<file path="src/rtl/core/bpt_pkg.sv">
// ----------------------------------------------------------------------------
// bpt_pkg
// Shared widths, constants and types of the barometric compensation core.
// ----------------------------------------------------------------------------
package bpt_pkg;

	localparam int RAW_W      = 24;
	localparam int CAL_W      = 16;
	localparam int DT_W       = 25;
	localparam int PROD_W     = 42;
	localparam int TEMP1_W    = 20;
	localparam int TEMP_W     = 21;
	localparam int OFF_W      = 40;
	localparam int SENS_W     = 40;
	localparam int P_W        = 31;
	localparam int TEMP_OUT_W = 15;
	localparam int PRESS_OUT_W = 17;
	localparam int ADDR_W     = 5;
	localparam int DATA_W     = 32;

	localparam int T_SHIFT    = 23;
	localparam int OFF_SHIFT  = 7;
	localparam int SENS_SHIFT = 8;
	localparam int T2_SHIFT   = 31;
	localparam int PROD_SHIFT = 21;
	localparam int P_SHIFT    = 15;

	localparam logic signed [TEMP1_W-1:0] TEMP_REF  = 20'sd2000;
	localparam logic signed [TEMP1_W-1:0] TEMP_COLD = -20'sd1500;
	localparam logic signed [TEMP_W-1:0]  TEMP_MIN  = -21'sd4000;
	localparam logic signed [TEMP_W-1:0]  TEMP_MAX  = 21'sd8500;
	localparam logic signed [P_W-1:0]     PRESS_MIN = 31'sd1000;
	localparam logic signed [P_W-1:0]     PRESS_MAX = 31'sd120000;

	typedef enum logic [2:0] {
		REG_SENS_BASE     = 3'd0,
		REG_OFFSET_BASE   = 3'd1,
		REG_SENS_TEMPCO   = 3'd2,
		REG_OFFSET_TEMPCO = 3'd3,
		REG_REF_TEMP      = 3'd4,
		REG_TEMP_SLOPE    = 3'd5
	} bpt_reg_t;

	typedef struct packed {
		logic [CAL_W-1:0] sens_base;
		logic [CAL_W-1:0] offset_base;
		logic [CAL_W-1:0] sens_tempco;
		logic [CAL_W-1:0] offset_tempco;
		logic [CAL_W-1:0] ref_temp;
		logic [CAL_W-1:0] temp_slope;
	} bpt_cal_t;

	// first-order results and class of one word, passed from front to back
	typedef struct packed {
		logic [RAW_W-1:0]          raw_press;
		logic signed [DT_W-1:0]    dt;
		logic signed [TEMP1_W-1:0] temp1;
		logic signed [OFF_W-1:0]   off1;
		logic signed [SENS_W-1:0]  sens1;
		logic                      cool;
		logic                      cold;
	} bpt_work_t;

endpackage

</file>
<file path="src/rtl/core/bpt_if.sv">
// ----------------------------------------------------------------------------
// bpt_if
// Valid/ready stream interfaces for raw conversions and compensated results.
// ----------------------------------------------------------------------------
interface bpt_in_if;
	import bpt_pkg::*;
	logic             valid;
	logic             ready;
	logic [RAW_W-1:0] raw_press;
	logic [RAW_W-1:0] raw_temp;
	modport source (output valid, raw_press, raw_temp, input ready);
	modport sink (input valid, raw_press, raw_temp, output ready);
endinterface


</file>
<file path="src/rtl/core/bpt_front.sv">
// ----------------------------------------------------------------------------
// bpt_front
// Accepts raw conversions, forms dT and the first-order terms, and classifies
// each word by temperature band before handing it to the queue.
// ----------------------------------------------------------------------------
module bpt_front (
	input  logic               clk,
	input  logic               arst_n,
	bpt_in_if.sink             in_ch,
	input  bpt_pkg::bpt_cal_t  cal,
	input  logic               q_full,
	output logic               push,
	output bpt_pkg::bpt_work_t push_word
);
	import bpt_pkg::*;

	logic adv;
	logic valid_s1, valid_s2, valid_s3;

	logic [RAW_W-1:0]         d1_s1, d1_s2;
	logic signed [DT_W-1:0]   dt_s1, dt_s2;
	logic signed [PROD_W-1:0] prod_t_s2, prod_off_s2, prod_sens_s2;
	bpt_work_t                word_s3;

	logic signed [PROD_W-T_SHIFT-1:0] t_adj;
	logic signed [TEMP1_W-1:0]        temp1;

	assign adv         = !(valid_s3 && q_full);
	assign in_ch.ready = adv;
	assign push        = valid_s3 && adv;
	assign push_word   = word_s3;

	always_ff @(posedge clk or negedge arst_n) begin
		if (!arst_n) begin
			valid_s1 <= 1'b0;
			valid_s2 <= 1'b0;
			valid_s3 <= 1'b0;
		end else if (adv) begin
			valid_s1 <= in_ch.valid;
			valid_s2 <= valid_s1;
			valid_s3 <= valid_s2;
		end
	end

	assign t_adj = (PROD_W-T_SHIFT)'(prod_t_s2 >>> T_SHIFT);
	assign temp1 = TEMP_REF + TEMP1_W'(t_adj);

	always_ff @(posedge clk) begin
		if (adv) begin
			d1_s1 <= in_ch.raw_press;
			dt_s1 <= $signed({1'b0, in_ch.raw_temp}) - $signed({1'b0, cal.ref_temp, 8'd0});

			d1_s2        <= d1_s1;
			dt_s2        <= dt_s1;
			prod_t_s2    <= PROD_W'(dt_s1) * PROD_W'($signed({1'b0, cal.temp_slope}));
			prod_off_s2  <= PROD_W'(dt_s1) * PROD_W'($signed({1'b0, cal.offset_tempco}));
			prod_sens_s2 <= PROD_W'(dt_s1) * PROD_W'($signed({1'b0, cal.sens_tempco}));

			word_s3.raw_press <= d1_s2;
			word_s3.dt        <= dt_s2;
			word_s3.temp1     <= temp1;
			word_s3.off1      <= OFF_W'($signed({1'b0, cal.offset_base, 16'd0}))
				+ OFF_W'(prod_off_s2 >>> OFF_SHIFT);
			word_s3.sens1     <= SENS_W'($signed({1'b0, cal.sens_base, 15'd0}))
				+ SENS_W'(prod_sens_s2 >>> SENS_SHIFT);
			// below 20 C exactly when the slope product is negative
			word_s3.cool      <= prod_t_s2[PROD_W-1];
			word_s3.cold      <= temp1 < TEMP_COLD;
		end
	end

endmodule

</file>
<file path="src/flat_wrapper.sv">
// flat-port wrapper written by rule: the top's interface ports become plain ports
module bpt_front_flat import bpt_pkg::*;
  (clk, arst_n, cal, q_full, push, push_word, in_ch_valid, in_ch_raw_press, in_ch_raw_temp, in_ch_ready);
  bpt_in_if in_ch_i ();
  input  logic clk;
  input  logic arst_n;
  input  bpt_pkg::bpt_cal_t cal;
  input  logic q_full;
  output logic push;
  output bpt_pkg::bpt_work_t push_word;
  input wire logic [$bits(in_ch_i.valid)-1:0] in_ch_valid;
  input wire logic [$bits(in_ch_i.raw_press)-1:0] in_ch_raw_press;
  input wire logic [$bits(in_ch_i.raw_temp)-1:0] in_ch_raw_temp;
  output wire logic [$bits(in_ch_i.ready)-1:0] in_ch_ready;
  assign in_ch_i.valid = in_ch_valid;
  assign in_ch_i.raw_press = in_ch_raw_press;
  assign in_ch_i.raw_temp = in_ch_raw_temp;
  assign in_ch_ready = in_ch_i.ready;
  bpt_front u_core (.clk(clk), .arst_n(arst_n), .in_ch(in_ch_i), .cal(cal), .q_full(q_full), .push(push), .push_word(push_word));
endmodule
</file>
<file path="config.mk">
export PLATFORM = sky130hd
export DESIGN_NAME = bpt_front_flat
export DESIGN_NICKNAME = d
export VERILOG_FILES = /design/src/rtl/core/bpt_pkg.sv /design/src/rtl/core/bpt_if.sv /design/src/rtl/core/bpt_front.sv /design/src/flat_wrapper.sv
export SDC_FILE = /design/constraint.sdc
export NUM_CORES = 2
export LEC_CHECK = 0
export BUFFER_PORTS_ARGS = -buffer_cell sky130_fd_sc_hd__buf_2
export CAP_MARGIN = 20
export CORE_MARGIN = 1.5
export CORE_UTILIZATION = 35
export DETAILED_ROUTE_END_ITERATION = 6
export SYNTH_ARGS = -nofsm -noshare
export SYNTH_HDL_FRONTEND = slang
export SYNTH_SLANG_ARGS = --single-unit
</file>
<file path="constraint.sdc">
create_clock -name clk -period 12.9 [get_ports clk]
set_input_delay 1.29 -clock clk [delete_from_list [all_inputs] [get_ports clk]]
set_output_delay 1.29 -clock clk [all_outputs]
set_load 0.02 [all_outputs]
</file>
==> results.txt <==
- CTS resizes: 0
- Worst setup slack after placement: 4.98 ns
* Share of the cycle needed by the critical path after routing: 57.2%
- Global routing finished with a remaining overflow of 0.
- Once the floorplan was initialized, standard cells occupied 35.4% of the core.
- The initial antenna violation count came to 18.
* Die Ht: 398 um
* Fraction of layout cells with a size suffix above 1: 8.01%
* Number of unique standard cell types used by synthesis: 79
* Number of maximum-capacitance constraint violations: 0
- Clock-pin slew was measured on the worst setup and hold paths at 0.06 ns.
- Via count of the first global-routing pass: 39400
- During synthesis, Yosys emitted a total of 0 warnings.
* Number of setup violations in the final report: 0
* Maximum fanout along the worst path: 25
- For this design, the CTS-stage hold fixing added 0 buffers.
* Post-synthesis instance area: 0.0547 mm2
- Number of buffers between clock root and the deepest sink: 3
* Max H-tree Level: 2
- For this run, the register share of the synthesized area comes to 18.1%.
* CP Data Arrival Time: 7.73 ns
- After clock tree synthesis, the setup repair step added 0 buffers.
- Sinks on Clock Net: 331
* Most used cells in the layout excluding fill and tap cells: sky130_fd_sc_hd__inv_1 (1445), sky130_fd_sc_hd__fa_1 (1170), sky130_fd_sc_hd__nand2_1 (776), sky130_fd_sc_hd__and2_1 (477), sky130_fd_sc_hd__ha_1 (354)
* Critical Path Slowest Stage Cell: sky130_fd_sc_hd__fa_1
- Pin slew with the least headroom to its limit: ~1.0 ns
* Max-slew headroom: 30.7%
- Residual antenna-violating net count after detailed routing: 0
* Routed wire length: 124000 um
- Ordered cell list for the critical path: buf_2 -> and2_1 -> inv_1 -> fa_1 -> inv_1 -> fa_1 -> fa_1 -> fa_1 -> fa_1 -> inv_1 -> fa_1 -> inv_1 -> ha_1 -> nand2_1 -> nand2b_1 -> a221o_1 -> o41ai_2 -> o21bai_1 -> a21oi_1 -> xnor2_1
* Insertion delay to the later sink of the worst-skew pair: 0.61 ns
- Critical path's most frequent cell: sky130_fd_sc_hd__fa_1
* Post-synth EDFFs: approximately 330
* Endpoint class of the critical path: register
- For the final database, setup skew stands at 0.0174 ns.
* Largest delay contributor family on the critical path: adder cells
* Die Outline Area: 0.159 mm2
* Pin count of the biggest net entering global routing: 127
- After floorplanning, the core was divided into 144 placement rows.
- TritonCTS clock tree: built
- The worst setup path is launched from an input pin.
- Buffers inserted during clock tree synthesis total between 40 and 50.
- For this run, the post-layout net count is 7282.
- Number of vias after detailed routing: 36300
* Count of port buffers added during placement: 300
* Core occupancy in the finished layout: roughly two fifths
- Across all hold checks on the routed design, the worst slack comes to 0.415 ns.
- Detailed-route wire length per cell: 16.1 um
- Mapped Nets: around 7100
* Area of the placeable core: approximately 0.15 mm2
- Crit path buffers/inverters: 5
- Run status: finished, final reports clean
- Worst min path class: register to register
* Drt via density: around 4.7
- 1st-pass router iterations: 6
- Clk Tree Root Cell: sky130_fd_sc_hd__clkbuf_16
* Maximum clock rate: 0.135 GHz
- Mean instance size in the synthesized netlist: 10.0 um2
* Final period demand of the worst path: 7.39 ns
* Most common cell after layout, fill and taps aside: sky130_fd_sc_hd__inv_1
* Async set-or-reset flop fraction in the synthesized netlist: 0.906%
- GRT Resource Usage Total: 16.3%
* #FFs+latches synth: 331
* Main flop type after synthesis: sky130_fd_sc_hd__edfxtp_1
- Setup repair after global routing left no endpoint under its margin.
- Compared with the post-synthesis result, the final layout area differs by 8.99%.
- Number of remaining DRC errors: 0
- Summed over all failing endpoints, the final setup total negative slack is 0 ns.
- Die width: 398 um
- Final Hold Viols: 0
- Wire length of the first global-routing pass: 207000 um
* Crit path required time: roughly 13 ns
- ~300 I/O pins were placed.
- On the worst path, the slowest cell contributes a delay of 0.79 ns.
- Once routing completed, OpenROAD measured the worst setup slack at 5.51 ns.
- Routability-driven placement finished with a final weighted congestion of around 0.81.
- The critical path in this run is classified as input pin to register.
* Synthesized instance count: between 5000 and 6000
- DRC marker count from the first detailed-route iteration: 1741
- The wire-length estimate of the detail-placed layout is 93600 um.
* Number of pins exceeding their max-slew limit in the final report: 0
[layout make-up]
type | count | area [um2]
diodes | 6 | 15.0
fillers | 15400 | 95000
well taps | 2044 | 2560
clock buffers | 53 | 1180
multi-input cells | 3455 | 38500
repair buffers | 333 | 1760
inverters | 1445 | 5420
flip-flops and latches | 331 | 9920
clock inverters | 27 | 315
[flip-flops by register name, indices dropped and copies added (netlist names), 19 cells and up]
register	cells
u_core.d1_s1	24
u_core.d1_s2	24
u_core.prod_sens_s2	34
u_core.prod_off_s2	35
u_core.dt_s1	25
u_core.prod_t_s2	19
u_core.push_word	142
u_core.dt_s2	25
[cells in the mapped netlist, types with 7 or more instances]
cell / n / area [um2]
sky130_fd_sc_hd__a211oi_1: 9 / 67.6
sky130_fd_sc_hd__a21o_1: 45 / 338
sky130_fd_sc_hd__a21oi_1: 93 / 465
sky130_fd_sc_hd__a31oi_1: 9 / 56.3
sky130_fd_sc_hd__and2_1: 477 / 2980
sky130_fd_sc_hd__and3_1: 20 / 125
sky130_fd_sc_hd__buf_4: 9 / 67.6
sky130_fd_sc_hd__clkbuf_1: 227 / 852
sky130_fd_sc_hd__edfxtp_1: 328 / 9850
sky130_fd_sc_hd__fa_1: 1170 / 23400
sky130_fd_sc_hd__ha_1: 354 / 4430
sky130_fd_sc_hd__inv_1: 1445 / 5420
sky130_fd_sc_hd__nand2_1: 777 / 2920
sky130_fd_sc_hd__nand2b_1: 12 / 75.1
sky130_fd_sc_hd__nand3_1: 17 / 85.1
sky130_fd_sc_hd__nand4_1: 14 / 87.6
sky130_fd_sc_hd__nor2_1: 72 / 270
sky130_fd_sc_hd__nor2b_1: 12 / 75.1
sky130_fd_sc_hd__nor3_1: 23 / 115
sky130_fd_sc_hd__o211ai_1: 8 / 60.1
sky130_fd_sc_hd__o21a_1: 23 / 173
sky130_fd_sc_hd__o21ai_0: 46 / 230
sky130_fd_sc_hd__or2_2: 7 / 43.8
sky130_fd_sc_hd__xnor2_1: 112 / 981
sky130_fd_sc_hd__xor2_1: 38 / 333
[worst reg2reg max path, cell delays in order, from the launching register on]
cell and delay [ns]:
sky130_fd_sc_hd__edfxtp_1 0.31, sky130_fd_sc_hd__buf_4 0.57, sky130_fd_sc_hd__nand2_1 0.27, sky130_fd_sc_hd__fa_1 0.54, sky130_fd_sc_hd__fa_1 0.52, sky130_fd_sc_hd__fa_1 0.52
sky130_fd_sc_hd__inv_1 0.06, sky130_fd_sc_hd__fa_1 0.49, sky130_fd_sc_hd__fa_1 0.49, sky130_fd_sc_hd__inv_1 0.05, sky130_fd_sc_hd__fa_1 0.47, sky130_fd_sc_hd__inv_1 0.04
sky130_fd_sc_hd__ha_1 0.29, sky130_fd_sc_hd__a211oi_1 0.24, sky130_fd_sc_hd__o21ai_0 0.12, sky130_fd_sc_hd__o2111a_1 0.25, sky130_fd_sc_hd__o311ai_4 0.45, sky130_fd_sc_hd__a211oi_2 0.21
sky130_fd_sc_hd__o41ai_2 0.46, sky130_fd_sc_hd__o21bai_1 0.16, sky130_fd_sc_hd__a21oi_1 0.21, sky130_fd_sc_hd__xnor2_1 0.09
[stage by stage]
| stage | cells | cell area [um2] |
|---|---|---|
| 6_report | 7694 | 59600 |
| 2_1_floorplan | 5467 | 54700 |
| 5_1_grt | 7691 | 59600 |
| 4_1_cts | 7688 | 59600 |
| 3_3_place_gp | 7608 | 58100 |
| 3_5_place_dp | 7608 | 58100 |
[path summary, 6_finish.rpt]
path,from,endpoint,slack (ns),depth (start not counted)
setup / recovery,cal[3],u_core.prod_t_s2[40]$_DFFE_PN_,5.51,20
hold / removal,u_core.d1_s1[6]$_DFFE_PN_,u_core.d1_s2[6]$_DFFE_PN_,0.42,0
setup reg to reg,u_core.dt_s1[12]$_DFFE_PN_,u_core.prod_t_s2[40]$_DFFE_PN_,5.82,21
hold reg to reg,u_core.d1_s1[6]$_DFFE_PN_,u_core.d1_s2[6]$_DFFE_PN_,0.42,0
max in group asynchronous,arst_n,u_core.valid_s2$_DFFE_PN0N_,12.32,1
min in group asynchronous,arst_n,u_core.valid_s3$_DFFE_PN0N_,0.48,1
[per-layer routing]
metal	vias to the layer above	wire (um)	track usage [%]
met5	-	93	0
met4	14	2390	3.33
met3	135	5910	2.43
met2	700	60100	27.6
met1	19000	55100	22.3
li1	16400	-	-
[cells by family after synthesis]
| group | count (synthesis) | share of synthesized area [%] |
|---|---|---|
| buf+inv | 1681 | 11.6 |
| flops | 331 | 18.1 |
| simple gates | 1460 | 12.8 |
| compound gates | 319 | 4.09 |
| mux | 2 | 0.0412 |
| xor+xnor | 150 | 2.40 |
| fa+ha+maj | 1524 | 50.9 |
Power is not shown: default switching activity piles up to over one toggle a cycle in this logic, so the estimate is an artifact.
