--- src/rtl/core/bpt_pkg.sv ---
// ----------------------------------------------------------------------------
// bpt_pkg
// Shared widths, constants and types of the barometric compensation core.
// ----------------------------------------------------------------------------
package bpt_pkg;

	localparam int RAW_W      = 24;
	localparam int CAL_W      = 16;
	localparam int DT_W       = 25;
	localparam int PROD_W     = 42;
	localparam int TEMP1_W    = 20;
	localparam int TEMP_W     = 21;
	localparam int OFF_W      = 40;
	localparam int SENS_W     = 40;
	localparam int P_W        = 31;
	localparam int TEMP_OUT_W = 15;
	localparam int PRESS_OUT_W = 17;
	localparam int ADDR_W     = 5;
	localparam int DATA_W     = 32;

	localparam int T_SHIFT    = 23;
	localparam int OFF_SHIFT  = 7;
	localparam int SENS_SHIFT = 8;
	localparam int T2_SHIFT   = 31;
	localparam int PROD_SHIFT = 21;
	localparam int P_SHIFT    = 15;

	localparam logic signed [TEMP1_W-1:0] TEMP_REF  = 20'sd2000;
	localparam logic signed [TEMP1_W-1:0] TEMP_COLD = -20'sd1500;
	localparam logic signed [TEMP_W-1:0]  TEMP_MIN  = -21'sd4000;
	localparam logic signed [TEMP_W-1:0]  TEMP_MAX  = 21'sd8500;
	localparam logic signed [P_W-1:0]     PRESS_MIN = 31'sd1000;
	localparam logic signed [P_W-1:0]     PRESS_MAX = 31'sd120000;

	typedef enum logic [2:0] {
		REG_SENS_BASE     = 3'd0,
		REG_OFFSET_BASE   = 3'd1,
		REG_SENS_TEMPCO   = 3'd2,
		REG_OFFSET_TEMPCO = 3'd3,
		REG_REF_TEMP      = 3'd4,
		REG_TEMP_SLOPE    = 3'd5
	} bpt_reg_t;

	typedef struct packed {
		logic [CAL_W-1:0] sens_base;
		logic [CAL_W-1:0] offset_base;
		logic [CAL_W-1:0] sens_tempco;
		logic [CAL_W-1:0] offset_tempco;
		logic [CAL_W-1:0] ref_temp;
		logic [CAL_W-1:0] temp_slope;
	} bpt_cal_t;

	// first-order results and class of one word, passed from front to back
	typedef struct packed {
		logic [RAW_W-1:0]          raw_press;
		logic signed [DT_W-1:0]    dt;
		logic signed [TEMP1_W-1:0] temp1;
		logic signed [OFF_W-1:0]   off1;
		logic signed [SENS_W-1:0]  sens1;
		logic                      cool;
		logic                      cold;
	} bpt_work_t;

endpackage

--- src/rtl/core/bpt_cfg.sv ---
// ----------------------------------------------------------------------------
// bpt_cfg
// APB register file holding the six factory calibration words.
// ----------------------------------------------------------------------------
module bpt_cfg (
	input  logic                      clk,
	input  logic                      arst_n,
	input  logic                      psel,
	input  logic                      penable,
	input  logic                      pwrite,
	input  logic [bpt_pkg::ADDR_W-1:0] paddr,
	input  logic [bpt_pkg::DATA_W-1:0] pwdata,
	output logic [bpt_pkg::DATA_W-1:0] prdata,
	output bpt_pkg::bpt_cal_t         cal
);
	import bpt_pkg::*;

	bpt_cal_t cal_q;
	bpt_reg_t idx;
	logic     wr_en;

	assign idx   = bpt_reg_t'(paddr[ADDR_W-1:2]);
	assign wr_en = psel && penable && pwrite;
	assign cal   = cal_q;

	always_ff @(posedge clk or negedge arst_n) begin
		if (!arst_n) begin
			cal_q <= '0;
		end else if (wr_en) begin
			unique case (idx)
				REG_SENS_BASE:     cal_q.sens_base     <= pwdata[CAL_W-1:0];
				REG_OFFSET_BASE:   cal_q.offset_base   <= pwdata[CAL_W-1:0];
				REG_SENS_TEMPCO:   cal_q.sens_tempco   <= pwdata[CAL_W-1:0];
				REG_OFFSET_TEMPCO: cal_q.offset_tempco <= pwdata[CAL_W-1:0];
				REG_REF_TEMP:      cal_q.ref_temp      <= pwdata[CAL_W-1:0];
				REG_TEMP_SLOPE:    cal_q.temp_slope    <= pwdata[CAL_W-1:0];
				default: ;
			endcase
		end
	end

	always_comb begin
		unique case (idx)
			REG_SENS_BASE:     prdata = DATA_W'(cal_q.sens_base);
			REG_OFFSET_BASE:   prdata = DATA_W'(cal_q.offset_base);
			REG_SENS_TEMPCO:   prdata = DATA_W'(cal_q.sens_tempco);
			REG_OFFSET_TEMPCO: prdata = DATA_W'(cal_q.offset_tempco);
			REG_REF_TEMP:      prdata = DATA_W'(cal_q.ref_temp);
			REG_TEMP_SLOPE:    prdata = DATA_W'(cal_q.temp_slope);
			default:           prdata = '0;
		endcase
	end

endmodule

--- config.mk ---
export PLATFORM = sky130hd
export DESIGN_NAME = bpt_cfg
export DESIGN_NICKNAME = d
export VERILOG_FILES = /design/src/rtl/core/bpt_pkg.sv /design/src/rtl/core/bpt_cfg.sv
export SDC_FILE = /design/constraint.sdc
export NUM_CORES = 1
export LEC_CHECK = 0
export BUFFER_PORTS_ARGS = -buffer_cell sky130_fd_sc_hd__buf_2
export CAP_MARGIN = 20
export CORE_ASPECT_RATIO = 0.7
export CORE_MARGIN = 3
export CORE_UTILIZATION = 50
export DETAILED_ROUTE_END_ITERATION = 8
export GPL_TIMING_DRIVEN = 0
export PLACE_DENSITY = 0.89
export SLEW_MARGIN = 15
export SYNTH_ARGS = -nofsm -noshare
export SYNTH_HDL_FRONTEND = slang
export SYNTH_SLANG_ARGS = --single-unit
--- constraint.sdc ---
create_clock -name clk -period 1.7 [get_ports clk]
set_input_delay 0.34 -clock clk [delete_from_list [all_inputs] [get_ports clk]]
set_output_delay 0.34 -clock clk [all_outputs]
set_load 0.02 [all_outputs]
==> results of run 1 <==
cell type report:
cell class / count / area (sq um)
buffer: 36 / 356.6
clock buffer: 10 / 239.0
clock inverter: 5 / 105.1
fill: 563 / 2125
inverter: 1 / 7.507
multi-input combinational: 215 / 2215
sequential: 96 / 2402
tap: 120 / 150.1
timing repair buffer: 167 / 1089
per-stage QoR:
step,setup TNS (ps),cells,instance area [sq um]
6_report,-1501,650,6564
5_1_grt,-2195,650,6564
4_1_cts,-1575,641,6429
3_5_place_dp,-22180,602,5582
3_3_place_gp,-75160,601,5552
2_1_floorplan,-4.003,348,4736
per-layer routing:
metal  vias to the layer above  global-route usage (%)
met5                         -                       0
met4                         0                   9.053
met3                        20                   8.219
met2                       168                   42.27
met1                      1788                   34.60
li1                       1584                       -
power groups by stage:
stage | logic, mW | clock network (mW) | registers [mW]
2_1_floorplan | 0.863 | 0 | 3.62
3_3_place_gp | 2.15 | 0 | 3.10
3_5_place_dp | 2.21 | 0 | 3.13
4_1_cts | 2.50 | 2.38 | 3.09
5_1_grt | 2.75 | 2.47 | 3.16
6_report | 2.59 | 2.35 | 3.10
logic make-up (layout without fill, tap and decap cells):
logic type / after synthesis / count (layout) / share of synthesized area, %
AOI/OAI and AO/OA: 28 / 28 / 4.741
buffers and inverters: 37 / 219 / 5.422
and+or+nand+nor: 37 / 37 / 5.286
DFF: 96 / 96 / 52.32
other: 1 / 16 / 0.08167
muxes: 134 / 134 / 32.15
placed cells by master, fill, tap and decap left out, drive strengths merged, types with 3 or more instances in the layout:
cell type / n
dfrtp: 96
o221ai: 6
a221oi: 6
nand2: 12
conb: 16
clkbuf: 15
or3: 6
mux2: 108
mux2i: 26
bufinv: 3
a31oi: 6
nor2: 10
clkinvlp: 3
buf: 197
worst max path at each step:
stage,slack (ps),to
floorplan,-2,prdata[0]
CTS,-170,prdata[7]
detailed placement,-500,prdata[2]
global placement,-580,cal[93]
finish,-150,prdata[8]
global route,-200,prdata[10]
critical path: stages (launching register included):
cell and delay [ps]:
dfrtp_1 400, mux2_4 280, a221oi_4 250, a31oi_2 50
buf_4 170
timing repair:
action,CTS,global route
pin swaps,13,6
endpoints found under the hold margin,35,0
resized for setup,75,15
gates cloned,2,0
hold buffers,1,0
setup buffers,21,9
setup endpoints to repair,16,16
==> out/metrics.csv, run 1 <==
stage,metric,value,unit
status,status,"complete, but fails checks",
status,failing checks,negative setup slack,
cts,Worst-path clk slew,70,ps
finish,Layout Nets,568,
worst_hold_path,Min-Delay Path Class,in2reg,
worst_hold_path,Worst Hold Path Cells,2,
detailed_routing,Metal-1 WL,5699,um
pwr,Cell Pwr Density,1225,mW/mm^2
detailed_routing,via count,3560,
logic_synthesis,Synth cell types,30,
detailed_routing,Routed WL,13540,um
die,chip height,86.18,um
finish,layout cells sized above 1,67.36,%
die,I/O pins,170,
detailed_routing,initial DRC count,165,
run,max cap viols,0,
logic_synthesis,Post-synth EDFFs,0,
placed_design,Final GP Congestion,0.8248,
logic_synthesis,post-synth top area share,52.32,%
global_route,grt ovf,0,
detailed_routing,DR DRC count,0,
logic_synthesis,Mapped Cells,333,
pwr,Net Sw Power,2.662,mW
finish,Final Util,75.55,%
detailed_routing,met3 wire length,1223,um
critical_path,data arrival time at the worst-slack endpoint,1510,ps
detailed_routing,WL/cell,20.83,um
timing,Max Transition Viols Final,0,
detailed_routing,wire length on met2,6397,um
logic_synthesis,Avg Synthesized Cell Area,13.79,sq um
logic_synthesis,synthesized area,0.004592,sq mm
timing,Slew @ Worst Pin,557.2,ps
cts,clock tree buffer depth,2,
finish,Layout area overhead,42.94,%
logic_synthesis,Synth top cells by count,"98 x mux2_2, 96 x dfrtp_1, 26 x mux2i_1, 23 x buf_4, 12 x nand2_1",
finish,max reg flops,96,
critical_path,WP data required,1360,ps
pwr,Seq pwr share,38.6,%
critical_path,r2r startpoint,cal[77],
timing,Setup-failing EPs final,16,
cts,TritonCTS buffer count,9,
finish,ant diodes,0,
pwr,overall power,8.044,mW
critical_path,R2R cell count,3,
detailed_routing,top sig layer,met4,
critical_path,Worst setup EP type,primary output,
timing,Final Hold Fails,0,
timing,final worst path period need,1850,ps
placed_design,number of port buffers,133,
placed_design,pre-CTS WS,-498.7,ps
global_route,All-Layer GR Usage,26.42,%
critical_path,worst-path fanout max,3,
logic_synthesis,"Top FF cell, synth",dfrtp_1,
logic_synthesis,"area leader, netlist",dfrtp_1,
cts,Worst-Skew Late Latency,340,ps
critical_path,crit start category,register,
worst_hold_path,worst min-delay path startpoint,pwdata[6],
timing,Clock Skew,0,ps
placed_design,DP Wirelength,9103,um
pwr,leak pwr,3.288,nW
critical_path,RR Endpoint,cal[77],
timing,Tcrit/Tclk final,108.8,%
die,starting density of the core,52.85,%
cts,clock sinks,96,
global_route,number of global-route vias before repair,3784,
worst_hold_path,WHS Endpoint,cal[86],
die,row cnt,28,
logic_synthesis,Yosys warnings,0,
die,die area,0.01039,sq mm
logic_synthesis,"top cells by area, synth","dfrtp_1 52%, mux2_2 24%, mux2i_1 5.7%",
cts,TritonCTS clock tree,yes,
logic_synthesis,sequential area share after synthesis,52.32,%
detailed_routing,DRT Pass-1 Iters,4,
global_route,first-pass GRT wire length,20690,um
timing,fmax,540.6,MHz
detailed_routing,"antenna viol nets, final",0,
die,area of the core,0.008688,sq mm
global_route,initial antenna violation count,0,
logic_synthesis,"flops & latches, synth",96,
pwr,combinational share of power,32.2,%
critical_path,"setup slack, reg-to-reg",690,ps
timing,Final WS setup,-149.9,ps
cts,H-tree depth,3,
timing,unrepaired setup endpoints after global routing,true,
pwr,Max VDD drop,0.0008498,V
timing,Hold WS,290.2,ps
detailed_routing,vias per inst,5.477,
die,Horiz. Die Dim,120.5,um
logic_synthesis,Synth async-reset ratio,100.0,%
global_route,pin count of the biggest net entering global routing,57,
critical_path,Crit Path Category,reg2out,
critical_path,crit path from,cal[56],
pwr,sw frac,33.09,%
timing,Relative slew margins,62.85,%
logic_synthesis,"count leader, synth",mux2_2,
pwr,Clock Power Share,29.2,%
cts,Root Buffer,clkbuf_16,
pwr,Cell Int Power,5.382,mW
No activity file was read; power rests on OpenSTA's default activity.
==> run 2, diff against run 1 <==
ABC_AREA = 1   (was not set)
CORE_UTILIZATION = 51   (was 50)
==> out/metrics.csv, run 2 <==
stage,metric,value,unit
logic_synthesis,Mapped Cells,619,
logic_synthesis,Synth cell types,24,
finish,Layout Nets,831,
critical_path,"setup slack, reg-to-reg",900,ps
pwr,Cell Pwr Density,1151,mW/mm^2
die,die area,0.01116,sq mm
pwr,Max VDD drop,0.0008923,V
detailed_routing,vias per inst,5.889,
cts,TritonCTS buffer count,9,
critical_path,RR Endpoint,cal[9],
global_route,pin count of the biggest net entering global routing,60,
placed_design,number of port buffers,132,
timing,final worst path period need,1672,ps
run,max cap viols,0,
pwr,Clock Power Share,28.0,%
global_route,All-Layer GR Usage,30.42,%
logic_synthesis,post-synth top area share,47.55,%
detailed_routing,via count,5406,
timing,fmax,598.1,MHz
cts,Worst-path clk slew,70,ps
cts,clock tree buffer depth,2,
cts,TritonCTS clock tree,yes,
finish,max reg flops,96,
critical_path,worst-path fanout max,10,
critical_path,data arrival time at the worst-slack endpoint,1330,ps
finish,Layout area overhead,27.91,%
logic_synthesis,"Top FF cell, synth",dfrtp_1,
timing,Final Hold Fails,0,
critical_path,Critical Path End,prdata[2],
placed_design,Final GP Congestion,0.9880,
finish,most frequent cells in the layout,"205 x nand2_1, 132 x buf_2, 96 x dfrtp_1, 63 x o21ai_0, 39 x nand3_1",
timing,Relative slew margins,64.61,%
timing,Clock Skew,0,ps
pwr,Cell Int Power,4.604,mW
die,row cnt,29,
detailed_routing,DR DRC count,0,
finish,layout cells sized above 1,31.23,%
finish,ant diodes,0,
critical_path,R2R cell count,3,
pwr,sw frac,38.11,%
finish,Final Util,69.03,%
detailed_routing,Routed WL,17270,um
logic_synthesis,"top cells by area, synth","dfrtp_1 48%, nand2_1 15%, o21ai_0 6.2%",
logic_synthesis,"flops & latches, synth",96,
pwr,combinational share of power,29.9,%
status,status,"finished, final reports clean",
worst_hold_path,Min-Delay Path Class,in2reg,
die,area of the core,0.009361,sq mm
logic_synthesis,"area leader, netlist",dfrtp_1,
timing,Slew @ Worst Pin,530.9,ps
cts,Root Buffer,clkbuf_16,
global_route,number of global-route vias before repair,4857,
logic_synthesis,synthesized area,0.005052,sq mm
logic_synthesis,"count leader, synth",nand2_1,
detailed_routing,initial DRC count,715,
critical_path,Crit Path Category,in2out,
cts,Worst-Skew Late Latency,350,ps
critical_path,crit start category,input pin,
pwr,leak pwr,3.668,nW
die,I/O pins,170,
detailed_routing,DRT Pass-1 Iters,5,
critical_path,r2r startpoint,cal[9],
timing,Max Transition Viols Final,0,
logic_synthesis,Avg Synthesized Cell Area,8.162,sq um
placed_design,pre-CTS WS,-133.1,ps
critical_path,WP data required,1360,ps
die,chip height,89.28,um
pwr,Seq pwr share,42.0,%
logic_synthesis,Synth top cells by count,"205 x nand2_1, 96 x dfrtp_1, 63 x o21ai_0, 39 x nand3_1, 38 x nand4_1",
detailed_routing,"antenna viol nets, final",0,
timing,Final WS setup,28.02,ps
placed_design,DP Wirelength,12620,um
worst_hold_path,worst min-delay path startpoint,pwdata[13],
finish,"commonest non-fill, non-tap cell in the layout",nand2_1,
timing,unrepaired setup endpoints after global routing,true,
global_route,grt ovf,0,
cts,H-tree depth,3,
critical_path,Worst setup EP type,primary output,
die,Horiz. Die Dim,125.0,um
cts,clock sinks,96,
timing,Setup-failing EPs final,0,
logic_synthesis,Post-synth EDFFs,0,
finish,fill count,752,
pwr,Net Sw Power,2.835,mW
critical_path,crit path from,paddr[3],
logic_synthesis,Yosys warnings,0,
global_route,first-pass GRT wire length,26030,um
logic_synthesis,sequential area share after synthesis,47.55,%
timing,Tcrit/Tclk final,98.35,%
global_route,initial antenna violation count,0,
detailed_routing,WL/cell,18.81,um
logic_synthesis,Synth async-reset ratio,100.0,%
die,starting density of the core,53.97,%
## run 2: cell types whose count changed after synthesis, moves of 8 or more
| cell | previous run | this run |
|---|---|---|
| nor2_1 | 6 | 27 |
| mux2i_1 | 26 | 0 |
| o21ai_1 | 0 | 17 |
| a21oi_1 | 2 | 10 |
| buf_6 | 2 | 12 |
| mux2_2 | 98 | 0 |
| nand3_1 | 2 | 39 |
| nand2_1 | 12 | 205 |
| inv_1 | 1 | 33 |
| o21ai_0 | 2 | 63 |
| nand4_1 | 0 | 38 |
| mux2_1 | 10 | 0 |
| o21ai_2 | 0 | 16 |
## run 2: area by class of cell
class                   count  area (sq um)  area share [%]
repair buffers            144         788.3           12.20
well taps                 124         155.1           2.401
plain buffers              58         503.0           7.783
multi-input cells         444          2167           33.53
inverters                  36         142.6           2.207
clock buffers               9         225.2           3.485
clock inverters             7         78.83           1.220
flip-flops and latches     96          2402           37.17
## run 2: worst min-delay path by stage
| stage | end | slack, ps | cells past startpoint |
|---|---|---|---|
| 3_3_place_gp | cal[71] | 490 | 2 |
| 6_report | cal[29] | 270 | 3 |
| 5_1_grt | cal[93] | 260 | 3 |
| 4_1_cts | cal[29] | 260 | 3 |
| 3_5_place_dp | cal[1] | 340 | 1 |
| 2_1_floorplan | cal[0] | 40 | 0 |
## run 2: cells by family (layout without fill, tap and decap cells)
logic type / after synthesis / count (layout) / synth area share, %
and+or+nand+nor: 322 / 322 / 29.77
DFF: 96 / 96 / 47.55
buffers and inverters: 94 / 254 / 10.92
AOI/OAI and AO/OA: 106 / 106 / 11.69
other: 1 / 16 / 0.07422
## run 2: routing by layer
layer | track usage, % | wire, um | share of wire (%) | vias to the layer above
met4 | 10.83 | 554 | 3.2 | 0
met5 | 0 | 0 | 0 | -
met3 | 7.701 | 2067 | 12 | 65
met2 | 46.08 | 7535 | 44 | 417
li1 | - | - | - | 2350
met1 | 43.15 | 7114 | 41 | 2574
## run 2: through the flow
stage               hold slack (ps)  cells  TNS, ps  total power [mW]  cell area [sq um]
CTS                           264.0    908        0             7.337               6309
floorplan                     44.41    634        0             4.357               5109
detailed placement            340.1    891    -1562             5.269               5954
finish                        271.8    918        0             7.438               6462
global placement              494.9    890   -58830             5.204               5924
global route                  263.0    918   -49.46             7.749               6462
## run 2: what timing repair did
item / CTS / global route
resized for setup: 17 / 24
pin swaps: 1 / 3
setup endpoints to repair: 16 / 16
endpoints found under the hold margin: 37 / 0
setup buffers: 0 / 10
hold buffers: 1 / 0
## run 2: critical path, cell delays in order
cell,delay [ps]
buf_8,150
inv_4,100
nor3_4,180
buf_6,200
a21oi_1,90
nand2_1,110
buf_4,150
## run 2: power by group through the flow
stage	clock network [mW]	logic (mW)	registers, mW
final	2.09	2.23	3.13
after global routing	2.19	2.40	3.16
after CTS	2.08	2.15	3.10
after detailed placement	0	2.13	3.14
after global placement	0	2.08	3.13
after floorplan	0	0.773	3.58
==> run 3, diff against run 2 <==
CORE_UTILIZATION = 44   (was 51)
PLACE_DENSITY = 0.79   (was 0.89)
==> out/metrics.csv, run 3 (synthesized netlist as in run 2, its figures left out) <==
stage,metric,value,unit
pwr,Cell Pwr Density,1109,mW/mm^2
global_route,pin count of the biggest net entering global routing,51,
finish,fin cells,945,
timing,Tcrit/Tclk final,99.63,%
finish,Layout area overhead,28.75,%
detailed_routing,DR DRC count,0,
global_route,first-pass GRT wire length,25480,um
critical_path,Crit Path Category,in2out,
worst_hold_path,Min-Delay Path Class,in2async,
timing,fmax,590.4,MHz
pwr,Net Sw Power,2.769,mW
detailed_routing,DRT Pass-1 Iters,5,
timing,Max Transition Viols Final,0,
timing,setup TNS,0,ps
die,row cnt,32,
detailed_routing,WL/cell,17.97,um
detailed_routing,Routed WL,16980,um
timing,Relative slew margins,58.19,%
die,chip height,95.66,um
die,area of the core,0.01109,sq mm
cts,clock tree buffer depth,2,
finish,Final Util,58.65,%
cts,Worst-Skew Late Latency,350,ps
detailed_routing,vias per inst,5.531,
critical_path,Worst setup EP type,primary output,
pwr,leak pwr,3.671,nW
finish,multi-input logic area,0.002176,sq mm
die,starting density of the core,45.56,%
timing,Slew @ Worst Pin,627.1,ps
die,die area,0.01282,sq mm
finish,layout cells sized above 1,30.93,%
status,status,"finished, final reports clean",
global_route,number of global-route vias before repair,4642,
die,I/O pins,170,
cts,Worst-path clk slew,70,ps
placed_design,number of port buffers,132,
timing,Setup-failing EPs final,0,
pwr,combinational share of power,31.1,%
pwr,Cell Int Power,4.443,mW
pwr,Max VDD drop,0.0006445,V
global_route,All-Layer GR Usage,26.19,%
placed_design,DP Wirelength,12660,um
critical_path,WP data required,1360,ps
critical_path,data arrival time at the worst-slack endpoint,1350,ps
finish,max reg flops,96,
detailed_routing,via count,5227,
pwr,overall power,7.212,mW
critical_path,worst-path fanout max,10,
placed_design,placed insts,920,
cts,Root Buffer,clkbuf_16,
die,Horiz. Die Dim,134.1,um
run,max cap viols,0,
pwr,Clock Power Share,26.0,%
cts,H-tree depth,3,
cts,TritonCTS buffer count,9,
finish,ant diodes,0,
timing,Final WS setup,6.354,ps
timing,final worst path period need,1694,ps
finish,sequential cell area,0.002402,sq mm
timing,Clock Skew,0,ps
placed_design,pre-CTS WS,-179.5,ps
placed_design,Final GP Congestion,0.9515,
timing,Final Hold Fails,0,
detailed_routing,initial DRC count,586,
detailed_routing,"antenna viol nets, final",0,
critical_path,crit start category,input pin,
finish,Layout Nets,830,
pwr,sw frac,38.40,%
global_route,initial antenna violation count,0,
cts,clock sinks,96,
timing,unrepaired setup endpoints after global routing,true,
global_route,grt ovf,0,
cts,TritonCTS clock tree,yes,
finish,most frequent cells in the layout,"205 x nand2_1, 131 x buf_2, 96 x dfrtp_1, 63 x o21ai_0, 39 x nand3_1",
pwr,Seq pwr share,42.9,%
finish,fill count,1024,
finish,"commonest non-fill, non-tap cell in the layout",nand2_1,
==> run 3: cell types whose count changed in the layout (fill, tap and decap cells not counted), moves of 2 or more <==
| cell | delta |
|---|---|
| clkinv_2 | +2 |
| buf_6 | -2 |
| buf_4 | -4 |
| buf_12 | +2 |
| buf_8 | +2 |
| clkinvlp_4 | -2 |
==> run 3: power by group through the flow <==
| stage | combinational, mW | clock (mW) | sequential, mW |
|---|---|---|---|
| after detailed placement | 2.14 | 0 | 3.12 |
| after global routing | 2.43 | 1.98 | 3.14 |
| final | 2.24 | 1.88 | 3.09 |
| after global placement | 2.10 | 0 | 3.12 |
| after CTS | 2.17 | 1.89 | 3.08 |
| after floorplan | 0.773 | 0 | 3.58 |
==> run 3: timing repair <==
item                       4_1_cts  5_1_grt
hold buffers                     0        0
pin swaps                        2        4
setup endpoints to repair       16       16
cloned                           0        3
resized for setup               22       27
setup buffers                    0        7
==> run 3: metrics by stage <==
stage          hold slack [ps]  instance area (sq um)
2_1_floorplan            44.41                   5109
3_3_place_gp             491.7                   5961
3_5_place_dp             395.7                   5991
4_1_cts                  24.05                   6315
5_1_grt                  47.02                   6505
6_report                 6.407                   6505
==> run 3: worst paths after layout <==
check                            from   endpoint  slack [ps]  cells after the start
setup / recovery             paddr[3]  prdata[6]           6                      7
hold / removal                 arst_n    cal[17]           6                      1
setup reg to reg              cal[21]    cal[21]         910                      3
hold reg to reg               cal[75]    cal[75]         500                      2
max in group asynchronous      arst_n    cal[70]        1030                      2
min in group clk           pwdata[11]    cal[91]         270                      3
==> run 3: area by class of cell <==
cell class | instances | share of cell area [%]
Timing Repair Buffer | 142 | 12.31
Tap cell | 153 | 2.943
Inverter | 36 | 2.231
Sequential cell | 96 | 36.93
Multi-Input combinational cell | 445 | 33.45
Clock inverter | 5 | 0.5386
Buffer | 58 | 8.078
Clock buffer | 10 | 3.520
==> run 3: worst max-delay path, stage by stage <==
cell and delay [ps]:
buf_8 170, inv_6 90, nor3_4 190, buf_6 190
a21oi_1 80, nand2_1 130, buf_4 160
==> run 3: metal layers <==
metal | part of all wire, % | global-route usage [%]
met1 | 42 | 38.03
met2 | 43 | 38.82
met3 | 13 | 6.909
met5 | 0 | 0
met4 | 2.0 | 7.203
