File: src/rtl/core/bpt_pkg.sv
// ----------------------------------------------------------------------------
// bpt_pkg
// Shared widths, constants and types of the barometric compensation core.
// ----------------------------------------------------------------------------
package bpt_pkg;

	localparam int RAW_W      = 24;
	localparam int CAL_W      = 16;
	localparam int DT_W       = 25;
	localparam int PROD_W     = 42;
	localparam int TEMP1_W    = 20;
	localparam int TEMP_W     = 21;
	localparam int OFF_W      = 40;
	localparam int SENS_W     = 40;
	localparam int P_W        = 31;
	localparam int TEMP_OUT_W = 15;
	localparam int PRESS_OUT_W = 17;
	localparam int ADDR_W     = 5;
	localparam int DATA_W     = 32;

	localparam int T_SHIFT    = 23;
	localparam int OFF_SHIFT  = 7;
	localparam int SENS_SHIFT = 8;
	localparam int T2_SHIFT   = 31;
	localparam int PROD_SHIFT = 21;
	localparam int P_SHIFT    = 15;

	localparam logic signed [TEMP1_W-1:0] TEMP_REF  = 20'sd2000;
	localparam logic signed [TEMP1_W-1:0] TEMP_COLD = -20'sd1500;
	localparam logic signed [TEMP_W-1:0]  TEMP_MIN  = -21'sd4000;
	localparam logic signed [TEMP_W-1:0]  TEMP_MAX  = 21'sd8500;
	localparam logic signed [P_W-1:0]     PRESS_MIN = 31'sd1000;
	localparam logic signed [P_W-1:0]     PRESS_MAX = 31'sd120000;

	typedef enum logic [2:0] {
		REG_SENS_BASE     = 3'd0,
		REG_OFFSET_BASE   = 3'd1,
		REG_SENS_TEMPCO   = 3'd2,
		REG_OFFSET_TEMPCO = 3'd3,
		REG_REF_TEMP      = 3'd4,
		REG_TEMP_SLOPE    = 3'd5
	} bpt_reg_t;

	typedef struct packed {
		logic [CAL_W-1:0] sens_base;
		logic [CAL_W-1:0] offset_base;
		logic [CAL_W-1:0] sens_tempco;
		logic [CAL_W-1:0] offset_tempco;
		logic [CAL_W-1:0] ref_temp;
		logic [CAL_W-1:0] temp_slope;
	} bpt_cal_t;

	// first-order results and class of one word, passed from front to back
	typedef struct packed {
		logic [RAW_W-1:0]          raw_press;
		logic signed [DT_W-1:0]    dt;
		logic signed [TEMP1_W-1:0] temp1;
		logic signed [OFF_W-1:0]   off1;
		logic signed [SENS_W-1:0]  sens1;
		logic                      cool;
		logic                      cold;
	} bpt_work_t;

endpackage

File: src/rtl/core/bpt_queue.sv
// ----------------------------------------------------------------------------
// bpt_queue
// Small FIFO of classified words between the front and back pipelines.
// ----------------------------------------------------------------------------
module bpt_queue #(
	parameter int DEPTH = 4
) (
	input  logic               clk,
	input  logic               arst_n,
	input  logic               push,
	input  bpt_pkg::bpt_work_t push_word,
	output logic               full,
	input  logic               pop,
	output logic               head_valid,
	output bpt_pkg::bpt_work_t head_word
);
	import bpt_pkg::*;

	localparam int PTR_W = $clog2(DEPTH);
	localparam int CNT_W = $clog2(DEPTH + 1);
	localparam logic [PTR_W-1:0] LAST = PTR_W'(DEPTH - 1);
	localparam logic [CNT_W-1:0] FULL_CNT = CNT_W'(DEPTH);

	bpt_work_t        mem_q [DEPTH];
	logic [PTR_W-1:0] wr_ptr_q, rd_ptr_q;
	logic [CNT_W-1:0] count_q;

	assign full       = count_q == FULL_CNT;
	assign head_valid = count_q != '0;
	assign head_word  = mem_q[rd_ptr_q];

	always_ff @(posedge clk or negedge arst_n) begin
		if (!arst_n) begin
			wr_ptr_q <= '0;
			rd_ptr_q <= '0;
			count_q  <= '0;
		end else begin
			if (push) begin
				wr_ptr_q <= (wr_ptr_q == LAST) ? '0 : wr_ptr_q + 1'b1;
			end
			if (pop) begin
				rd_ptr_q <= (rd_ptr_q == LAST) ? '0 : rd_ptr_q + 1'b1;
			end
			if (push && !pop) begin
				count_q <= count_q + 1'b1;
			end else if (pop && !push) begin
				count_q <= count_q - 1'b1;
			end
		end
	end

	always_ff @(posedge clk) begin
		if (push) begin
			mem_q[wr_ptr_q] <= push_word;
		end
	end

endmodule

File: config.mk
export PLATFORM = sky130hd
export DESIGN_NAME = bpt_queue
export DESIGN_NICKNAME = d
export VERILOG_FILES = /design/src/rtl/core/bpt_pkg.sv /design/src/rtl/core/bpt_queue.sv
export SDC_FILE = /design/constraint.sdc
export NUM_CORES = 1
export LEC_CHECK = 0
export BUFFER_PORTS_ARGS = -buffer_cell sky130_fd_sc_hd__clkbuf_2
export CAP_MARGIN = 10
export CORE_MARGIN = 1
export CORE_UTILIZATION = 50
export CTS_CLUSTER_SIZE = 20
export DETAILED_ROUTE_END_ITERATION = 8
export PLACE_DENSITY = 0.71
export RECOVER_POWER = 25
export SYNTH_ARGS = -nofsm -noshare
export SYNTH_HDL_FRONTEND = slang
export SYNTH_SLANG_ARGS = --single-unit
File: constraint.sdc
create_clock -name clk -period 7.5 [get_ports clk]
set_clock_uncertainty 0.2 [all_clocks]
set_input_delay 2.25 -clock clk [delete_from_list [all_inputs] [get_ports clk]]
set_output_delay 2.25 -clock clk [all_outputs]
set_load 0.05 [all_outputs]
==> results.md, run 1 <==
* Sw Pwr at 0.00451 W
* Die X at 213 microns
* Synth cell count leaders: edfxtp_1 (604), mux4_2 (151), buf_2 (18)
* Net Sw Frac at 37.8%
* Cells after synthesis at 826
* Initial Util at 51.1%
* Number of flops mapped to enable cells by yosys at 604
* Hold buffer count at cts at 0
* Largest cells by area after synthesis: edfxtp_1 (82%), mux4_2 (15%), dfrtp_1 (0.79%), buf_6 (0.46%), buf_2 (0.41%)
* Sequential share of power at 38.8%
* Worst hold path depth at 1
* CP startpoint kind: flip-flop
* Post-DP HPWL at 24.4 mm
* 1st-iter DRT viols at 679
* Worst Reg-to-Reg Cells at 4
* Row count at 76
* Arrival time at the worst endpoint at 3060 ps
* Largest net degree at the start of global routing at 78
* WL met1 at 16.7 mm
* Clock tree buffer depth at 3
* Hold crit path type: flip-flop to flip-flop
* Number of global-route vias before repair at 10200
* Unrepaired setup endpoints after global routing: false
* Share of post-route cells with drive strength above 1 at 38.1%
* Register area share after synthesis at 82.6%
* Pwr dens at 453 nW/um^2
* Max FO, Critical Path at 59
* #FFs+latches synth at 611
* Worst hold slack at 292 ps
* Design Power at 0.0119 W
* Final worst setup slack at 1990 ps
* I/O pin count at 308
* Ys async rst share at 1.15%
* Gr usage total at 18.6%
* RR Startpoint: wr_ptr_q[1]
* # Post-CTS Setup Buffers at 0
* Net Count, Synth at 988
* Clock group share of total power at 25.2%
* R2r setup slk at 4960 ps
* Comb pwr share at 36.0%
* Post-route DRC at 0
* DRT Pass-1 Iters at 5
* Placed Cells at 1696
* Synth top area share at 81.8%
* Final hold vios at 0
* Setup Total Neg Slack at 0 ps
* Run status: finished clean
* Cell taking the most area after synthesis: edfxtp_1
* Antenna-violating nets left at 0
* Distinct cell type count after synthesis at 19
* Via/cell ratio at 5.39
* Int Power at 0.00741 W
* Crit path capture type: primary output
* Global placement routability congestion at 0.703
* Crit. Startpoint: rd_ptr_q[0]
* Clk sinks at 611
* First-pass GRT wire length at 61.7 mm
* Tightest Pin Transition at 966 ps
* Crit path kind: flip-flop to primary output
* CTS buffer count at 61
* Minimum clock period at 5510 ps
* Drt wl/cell at 23.1 microns
* Port Buffer Count at 307
* CTS tree: yes
* Skew-Pair Late Insertion Delay at 600 ps
* Ys Warns at 0
* Max-slew headroom at 35.6%
* Post-route insts no fill at 1812
* GRT Residual Overflow at 0
* CTS Root Cell: clkbuf_16
* Final net count at 1336
* DRT Wirelength at 41.8 mm
* Die Span Y at 213 microns
* Crit path to: head_word[110]
* Fmax at 181 MHz
* Final slew viol count at 0
* Met2 WL at 20.4 mm
* Post-Place Worst Slack at 2570 ps
* VDD IR-drop max at 0.321 mV
* Synthesized cell area at 22200 sq um
* Required time worst endpoint at 5050 ps
* Static leakage at 8.75 nW
* CTS resizes at 0
* Max capacitance violation total at 0
* Finish-stage setup viols at 0
* H-tree level count at 2
* Via Count at 9770
* Avg Inst Size Synth at 26.8 sq um
* Met3 wire length at 3.82 mm
* Most frequent cell after synthesis: edfxtp_1
* Post-synth top flop: edfxtp_1
* CORE AREA at 43400 sq um
* Reg clk slew, reported paths at 60 ps
* Initial antenna violation count at 8
* Layout Area Growth over Synthesis at 18.6%
* Final Cycle Share at 73.5%
* Crit Reg-Reg Endpoint: mem_q[1][56]
* Die ar. at 45200 sq um
* Top layer in use: met5
-- state kept, by name, indices dropped and copies added (netlist names) --
signal    cells
count_q       3
wr_ptr_q      2
mem_q       604
rd_ptr_q      2
-- per-stage QoR --
stage | instance area, sq um | util, %
after CTS | 26400 | 60.9
after global routing | 26300 | 60.6
after global placement | 24400 | 56.3
after detailed placement | 24400 | 56.3
after floorplan | 22200 | -
final | 26300 | 60.7
-- area by class of cell --
| class | count | area [sq um] |
|---|---|---|
| tap | 585 | 732 |
| multi-input combinational | 177 | 3630 |
| antenna | 5 | 12.5 |
| clock buffer | 75 | 1600 |
| clock inverter | 36 | 398 |
| timing repair buffer | 319 | 1590 |
| inverter | 4 | 15.0 |
| fill | 3022 | 17100 |
| sequential | 611 | 18300 |
-- cells by family (layout without fill, tap and decap cells) --
group	Yosys count	count (layout)	synth area share, %
xor gates and xnor gates	3	3	0.119
adders and majority gates	7	7	0.429
AOI/OAI and AO/OA	2	2	0.0451
DFF	611	611	82.6
other	0	5	0
muxes	154	154	15.5
and+or+nand+nor	11	11	0.260
buffers and inverters	38	434	1.07
-- critical path, cell delays in order (launching register included) --
cell and delay [ps]:
dfrtp_4 970, buf_12 470, mux4_2 590, clkbuf_2 260
-- cell usage in the layout, fill, tap and decap left out --
master	Yosys	final
dfrtp_4	0	2
clkinv_2	0	9
inv_6	0	1
inv_1	4	4
nor2_1	3	3
clkinv_8	0	1
nor3b_1	1	1
diode_2	0	5
edfxtp_1	604	604
xor2_1	2	2
o21ai_0	2	2
ha_1	6	6
buf_4	1	5
mux2_2	3	3
clkbuf_1	6	110
clkinvlp_4	0	2
and2_4	0	4
mux4_2	151	151
xnor2_1	1	1
clkinv_1	0	14
dfrtp_1	7	5
nand2_1	2	2
bufinv_16	0	8
buf_12	0	7
inv_16	0	1
or3_1	1	1
clkbuf_2	0	210
clkbuf_16	0	62
fa_1	1	1
-- worst min path at each step --
stage / slack, ps / endpoint / from
6_report: 290 / count_q[2] / count_q[2]
4_1_cts: 290 / count_q[2] / count_q[2]
5_1_grt: 320 / count_q[2] / count_q[2]
3_5_place_dp: 280 / count_q[2] / count_q[2]
2_1_floorplan: 250 / count_q[2] / count_q[2]
3_3_place_gp: 260 / count_q[2] / count_q[2]
-- metal layers --
layer	vias up	global-route usage, %
li1	4300	-
met1	5088	24.5
met2	307	29.3
met3	69	6.48
met4	6	5.83
met5	-	0
-- power by group through the flow --
stage          combinational (W)  clock [W]  sequential, W
6_report                 0.00430    0.00300        0.00463
5_1_grt                  0.00450    0.00319        0.00469
4_1_cts                  0.00437    0.00307        0.00465
3_5_place_dp             0.00435          0        0.00471
3_3_place_gp             0.00435          0        0.00467
2_1_floorplan            0.00353          0        0.00461
(Power assumes the default switching activity.)
==> inputs of run 2 (changes only) <==
--- a/config.mk
+++ b/config.mk
@@ -11,7 +11,7 @@
 export CORE_UTILIZATION = 50
 export CTS_CLUSTER_SIZE = 20
 export DETAILED_ROUTE_END_ITERATION = 8
-export PLACE_DENSITY = 0.71
+export PLACE_DENSITY = 0.74
 export RECOVER_POWER = 25
 export SYNTH_ARGS = -nofsm -noshare
 export SYNTH_HDL_FRONTEND = slang
==> constraint.sdc (replaced) <==
create_clock -name clk -period 5.05 [get_ports clk]
set_clock_uncertainty 0.2 [all_clocks]
set_input_delay 1.515 -clock clk [delete_from_list [all_inputs] [get_ports clk]]
set_output_delay 1.515 -clock clk [all_outputs]
set_load 0.05 [all_outputs]
==> run 2 against run 1 <==
Sequential share of layout area about the same. Sequential power up 47%. Hold slack worse by 8.5 ps. Core utilization about the same. Register-to-register slack worse by 2200 ps. Clock power up 38%. Design area about the same. Cell count up 0.50%. Critical path type unchanged. Largest power group unchanged.
==> results.md, run 2 (same netlist as run 1, synthesis figures left out) <==
* Run status: finished clean
* I/O pin count at 308 (unchanged)
* Via Count at 9953 (+1.9%)
* Arrival time at the worst endpoint at 2680 ps (-380 ps)
* Final Cycle Share at 87.1%
* Largest net degree at the start of global routing at 70 (-10%)
* Die Span Y at 213 microns (unchanged)
* # Post-CTS Setup Buffers at 0 (unchanged)
* H-tree level count at 2 (unchanged)
* Final hold vios at 0 (unchanged)
* RR Startpoint: wr_ptr_q[0]
* Initial Util at 51.1% (unchanged)
* Final slew viol count at 0 (unchanged)
* Share of post-route cells with drive strength above 1 at 38.7% (+0.55 points)
* Antenna-violating nets left at 0 (unchanged)
* Worst Reg-to-Reg Cells at 4 (unchanged)
* Unrepaired setup endpoints after global routing: false
* Port Buffer Count at 307 (unchanged)
* Hold Path Origin: count_q[2]
* DRT Pass-1 Iters at 5 (unchanged)
* Reg clk slew, reported paths at 60 ps (about the same)
* Fill cells at 3048 (+0.86%)
* Crit Reg-Reg Endpoint: mem_q[0][86]
* First-pass GRT wire length at 63.3 mm (+2.6%)
* Final net count at 1347 (+0.82%)
* Minimum clock period at 4400 ps
* GRT Residual Overflow at 0 (unchanged)
* Initial antenna violation count at 7 (-1)
* Pwr dens at 665 nW/um^2 (+47%)
* Worst hold path depth at 1 (unchanged)
* Clk sinks at 611 (unchanged)
* Via/cell ratio at 5.47 (+1.4%)
* Commonest non-fill, non-tap cell in the layout: edfxtp_1
* VDD IR-drop max at 0.417 mV (+30%)
* CP startpoint kind: flip-flop
* CORE AREA at 43400 sq um (unchanged)
* DRT Wirelength at 42.8 mm (+2.3%)
* Hold buffer count at cts at 0 (unchanged)
* R2r setup slk at 2750 ps (-2210 ps)
* CTS Root Cell: clkbuf_16
* Skew-Pair Late Insertion Delay at 600 ps (about the same)
* Required time worst endpoint at 3340 ps (-1710 ps)
* Static leakage at 8.76 nW (+0.18%)
* Post-DP HPWL at 26.1 mm (+7.3%)
* Reg with most FFs: mem_q
* Clock tree buffer depth at 3 (unchanged)
* CTS resizes at 0 (unchanged)
* Crit path kind: flip-flop to primary output
* Worst hold slack at 284 ps (-8.49 ps)
* Max-slew headroom at 41.1% (+5.5 points)
* Most frequent cells in the layout: edfxtp_1 (604), clkbuf_2 (210), mux4_2 (151)
* Setup Total Neg Slack at 0 ps (unchanged)
* Worst Hold End: count_q[2]
* Tightest Pin Transition at 883 ps (-83.0 ps)
* Gr usage total at 19.2% (+0.60 points)
* Post-route DRC at 0 (unchanged)
* CTS buffer count at 59 (-3.3%)
* Layout Area Growth over Synthesis at 18.7% (about the same)
* Registers with the most flip-flops: mem_q (604), count_q (3)
* CTS tree: yes
* Drt wl/cell at 23.5 microns (+1.8%)
* Hold crit path type: flip-flop to flip-flop
* Max reg flops at 604 (unchanged)
* Row count at 76 (unchanged)
* Finish-stage setup viols at 0 (unchanged)
* 1st-iter DRT viols at 752 (+11%)
* Die ar. at 45200 sq um (unchanged)
* Global placement routability congestion at 0.751 (+6.9%)
* Die X at 213 microns (unchanged)
* Crit path capture type: primary output
* Number of global-route vias before repair at 10500 (+2.4%)
* Max capacitance violation total at 0 (unchanged)
* Max FO, Critical Path at 28 (-53%)
* Fmax at 227 MHz
-- run 2: changes by cell type in the layout (fill, tap and decap cells not counted), sizes merged --
cell | previous run | this run
clkbuf | 382 | 379
clkinv | 24 | 29
buf | 12 | 25
diode | 5 | 3
inv | 6 | 7
bufinv | 8 | 4
clkinvlp | 2 | 1
-- run 2: metrics by stage --
step | instance area [sq um] | utilization (%) | power, W | cells | setup slack [ps]
global route | 26300 | 60.7 | 0.0182 | 1819 | 484
finish | 26300 | 60.7 | 0.0175 | 1821 | 650
floorplan | 22200 | - | 0.0120 | 826 | 1020
detailed placement | 24600 | 56.7 | 0.0136 | 1709 | 1220
global placement | 24600 | 56.7 | 0.0135 | 1709 | 1240
CTS | 26400 | 60.9 | 0.0177 | 1818 | 548
-- run 2: metal layers --
metal / wire length, microns / part of all wire, % / global-route usage (%)
met2: 21000 / 49 / 30.5
met4: 974 / 2.3 / 6.30
met5: 39 / 0.091 / 0
met3: 4030 / 9.4 / 6.50
met1: 16700 / 39 / 25.0
-- run 2: worst max path at each step --
stage                            from             end  cells past startpoint
after floorplan                  push     mem_q[3][0]                      1
after global routing      rd_ptr_q[0]  head_word[126]                      3
final                     rd_ptr_q[0]  head_word[133]                      3
after detailed placement  rd_ptr_q[0]  head_word[130]                      3
after global placement    rd_ptr_q[0]   head_word[36]                      3
after CTS                 rd_ptr_q[0]  head_word[130]                      3
-- run 2: cell type report --
class | count | area (sq um) | share of cell area, %
Timing Repair Buffer | 332 | 1780 | 6.76
Clock buffer | 72 | 1530 | 5.80
Sequential cell | 611 | 18300 | 69.6
Antenna cell | 3 | 7.51 | 0.0285
Tap cell | 585 | 732 | 2.78
Inverter | 4 | 15.0 | 0.0571
Clock inverter | 37 | 297 | 1.13
Multi-Input combinational cell | 177 | 3630 | 13.8
-- run 2: worst max-delay path: stages, from the launching register on --
cell	delay, ps
dfrtp_4	830
buf_12	330
mux4_2	600
clkbuf_2	270
-- run 2: report_power, final --
group	internal [W]	switching [W]
sequential	0.00649	0.000310
clock	0.00235	0.00178
combinational	0.00195	0.00460
==> inputs of run 3 (changes only) <==
--- a/config.mk
+++ b/config.mk
@@ -8,11 +8,10 @@
 export BUFFER_PORTS_ARGS = -buffer_cell sky130_fd_sc_hd__clkbuf_2
 export CAP_MARGIN = 10
 export CORE_MARGIN = 1
-export CORE_UTILIZATION = 50
+export CORE_UTILIZATION = 35
 export CTS_CLUSTER_SIZE = 20
 export DETAILED_ROUTE_END_ITERATION = 8
-export PLACE_DENSITY = 0.74
-export RECOVER_POWER = 25
+export RECOVER_POWER = 50
 export SYNTH_ARGS = -nofsm -noshare
 export SYNTH_HDL_FRONTEND = slang
 export SYNTH_SLANG_ARGS = --single-unit
==> run 3 against run 2 <==
The flow now finishes with violations (capacitance limit, slew limit). Core utilization decreased by 17 points. Clock power increased by 11%. Critical path type is now input pin to flip-flop. Clock-buffer cell count is 12 higher. Via count up 0.88%. Sequential cell count unchanged. Maximum frequency is 1.7% lower. Critical path depth did not move. First-iteration DRC count decreased by 14%. Register-to-register slack lost 1500 ps. Die area rose by 42%. Global-route usage down 5.3 points.
==> results.md, run 3 (same netlist as run 1, synthesis figures left out) <==
* Worst path max stage delay at 2130 ps (+1300 ps)
* Met3 wire length at 4.12 mm (+2.4%)
* Setup Total Neg Slack at 0 ps (unchanged)
* Design Power at 0.0180 W (+3.1%)
* Fmax at 223 MHz (-1.7%)
* RR Startpoint: wr_ptr_q[0]
* Finish-stage setup viols at 0 (unchanged)
* CP startpoint kind: input pin
* Die X at 254 microns (+19%)
* Largest net degree at the start of global routing at 51 (-27%)
* CP cell instances: clkbuf_1 > and2_1 > buf_4
* Die ar. at 64400 sq um (+42%)
* Crit path kind: input pin to flip-flop
* WL met1 at 17.9 mm (+6.8%)
* Top delay family on crit path: simple AND/OR/NAND/NOR gates
* Final hold vios at 0 (unchanged)
* Pwr dens at 670 nW/um^2 (+0.88%)
* Max FO, Critical Path at 46 (+64%)
* Reg clk slew, reported paths at 60 ps (about the same)
* Failing checks: capacitance limit, slew limit
* Reg with most FFs: mem_q
* Layout Area Growth over Synthesis at 21.2%
* N_diodes at 0 (-3)
* Reg area at 18300 sq um (unchanged)
* Placed Cells at 1975 (+16%)
* Die Span Y at 254 microns (+19%)
* Max-slew headroom at -89.5% (-130 points)
* Commonest non-fill, non-tap cell in the layout: edfxtp_1
* Via Count at 10000 (+0.88%)
* Top layer in use: met5
* Run status: finished with violations
* Multi-input gate area at 3630 sq um (-0.21%)
* Share of post-route cells with drive strength above 1 at 35.1% (-3.6 points)
* Arrival time at the worst endpoint at 4530 ps (+1850 ps)
* Final slew viol count at 123 (+123)
* Via/cell ratio at 4.80 (-12%)
* Post-route insts no fill at 2090 (+15%)
* Required time worst endpoint at 5110 ps (+1770 ps)
* R2r setup slk at 1250 ps (-1500 ps)
* Tightest Pin Transition at 2840 ps (+1960 ps)
* Skew-Pair Late Insertion Delay at 580 ps (-20 ps)
* Fill cells at 5435 (+78%)
* CTS Root Cell: clkbuf_16
* Worst Hold End: count_q[2]
* Worst hold path depth at 1 (unchanged)
* CTS tree: yes
* Hold buffer count at cts at 0 (unchanged)
* Crit path capture type: flip-flop
* DRT Pass-1 Iters at 5 (unchanged)
* Most frequent cells in the layout: edfxtp_1 (604), clkbuf_1 (168), clkbuf_2 (154)
* Clk sinks at 611 (unchanged)
* Hold Path Origin: count_q[2]
* CP bufs+invs at 2 (unchanged)
* Final net count at 1368 (+1.6%)
* Max capacitance violation total at 3 (+3)
* H-tree level count at 3 (+1)
* Met2 WL at 21.5 mm (+2.1%)
* I/O pin count at 308 (unchanged)
* Initial antenna violation count at 9 (+2)
* Hold crit path type: flip-flop to flip-flop
* Minimum clock period at 4480 ps (+75.7 ps)
* Gr usage total at 13.9% (-5.3 points)
* Post-route DRC at 0 (unchanged)
* CTS buffer count at 66 (+12%)
* Max reg flops at 604 (unchanged)
* Initial Util at 35.7% (-15 points)
* DRT Wirelength at 44.5 mm (+3.9%)
* VDD IR-drop max at 0.471 mV (+13%)
* Final Cycle Share at 88.6% (+1.5 points)
* Registers with the most flip-flops: mem_q (604), count_q (3)
* CORE AREA at 62200 sq um (+43%)
* Crit Reg-Reg Endpoint: mem_q[0][86]
* 1st-iter DRT viols at 645 (-14%)
* Unrepaired setup endpoints after global routing: false
* Row count at 91 (+20%)
* Static leakage at 8.77 nW (about the same)
* Crit. Startpoint: push
* CTS resizes at 0 (unchanged)
* Antenna-violating nets left at 0 (unchanged)
* GRT Residual Overflow at 0 (unchanged)
* Number of global-route vias before repair at 10700 (+1.8%)
* Post-DP HPWL at 28.0 mm (+7.0%)
* Drt wl/cell at 21.3 microns (-9.4%)
* Global placement routability congestion at 0.711 (-5.3%)
* Port Buffer Count at 307 (unchanged)
* Slowest cell on the critical path: and2_1
* First-pass GRT wire length at 66.2 mm (+4.5%)
* Worst Reg-to-Reg Cells at 4 (unchanged)
* # Post-CTS Setup Buffers at 0 (unchanged)
* Clock tree buffer depth at 3 (unchanged)
## run 3: cell types whose count changed in the layout (fill, tap and decap cells not counted)
cell	previous run	this run
clkinv_4	4	2
clkinv_2	11	10
clkinv_1	14	10
buf_12	14	15
buf_4	11	24
diode_2	3	0
and2_4	4	1
clkbuf_16	59	69
inv_6	3	2
clkinvlp_4	1	3
and2_1	0	3
clkbuf_2	210	154
clkbuf_1	110	168
## run 3: worst reg2reg max path, delay by kind of cell, from the launching register on
family	cells	cell delay (ps)
adders and majority gates	1	140
buffers and inverters	2	690
DFF	1	410
and+or+nand+nor	1	2050
## run 3: stage by stage
step	util (%)	worst slack (ps)	cell area [sq um]	hold slack [ps]
after detailed placement	40.3	1130	25000	276
final	43.2	574	26900	279
after global routing	43.2	326	26900	298
after CTS	43.6	491	27100	285
after floorplan	-	1020	22200	249
after global placement	40.3	1160	25000	266
## run 3: metal layers
layer | up-vias | global-route usage, %
met5 | - | 0
met4 | 18 | 4.65
met3 | 86 | 5.24
met2 | 326 | 21.7
met1 | 5255 | 17.8
li1 | 4356 | -
## run 3: cell type report
class	count	share of cell area (%)
clock buffers	84	6.63
clock inverters	31	0.987
inverters	4	0.0559
multi-input cells	177	13.5
flip-flops and latches	611	68.2
well taps	837	3.90
repair buffers	346	6.79
## run 3: how the worst max path moves through the flow
stage,depth (start not counted),endpoint
global placement,3,head_word[9]
finish,3,mem_q[0][86]
CTS,3,head_word[9]
global route,3,mem_q[0][107]
detailed placement,3,head_word[9]
floorplan,1,mem_q[3][0]
## run 3: report_power, final
part	leakage [nW]	total, W	internal (W)	switching (W)
Sequential	5.63	0.00683	0.00650	0.000329
Combinational	2.15	0.00663	0.00201	0.00462
Clock	0.997	0.00457	0.00270	0.00186
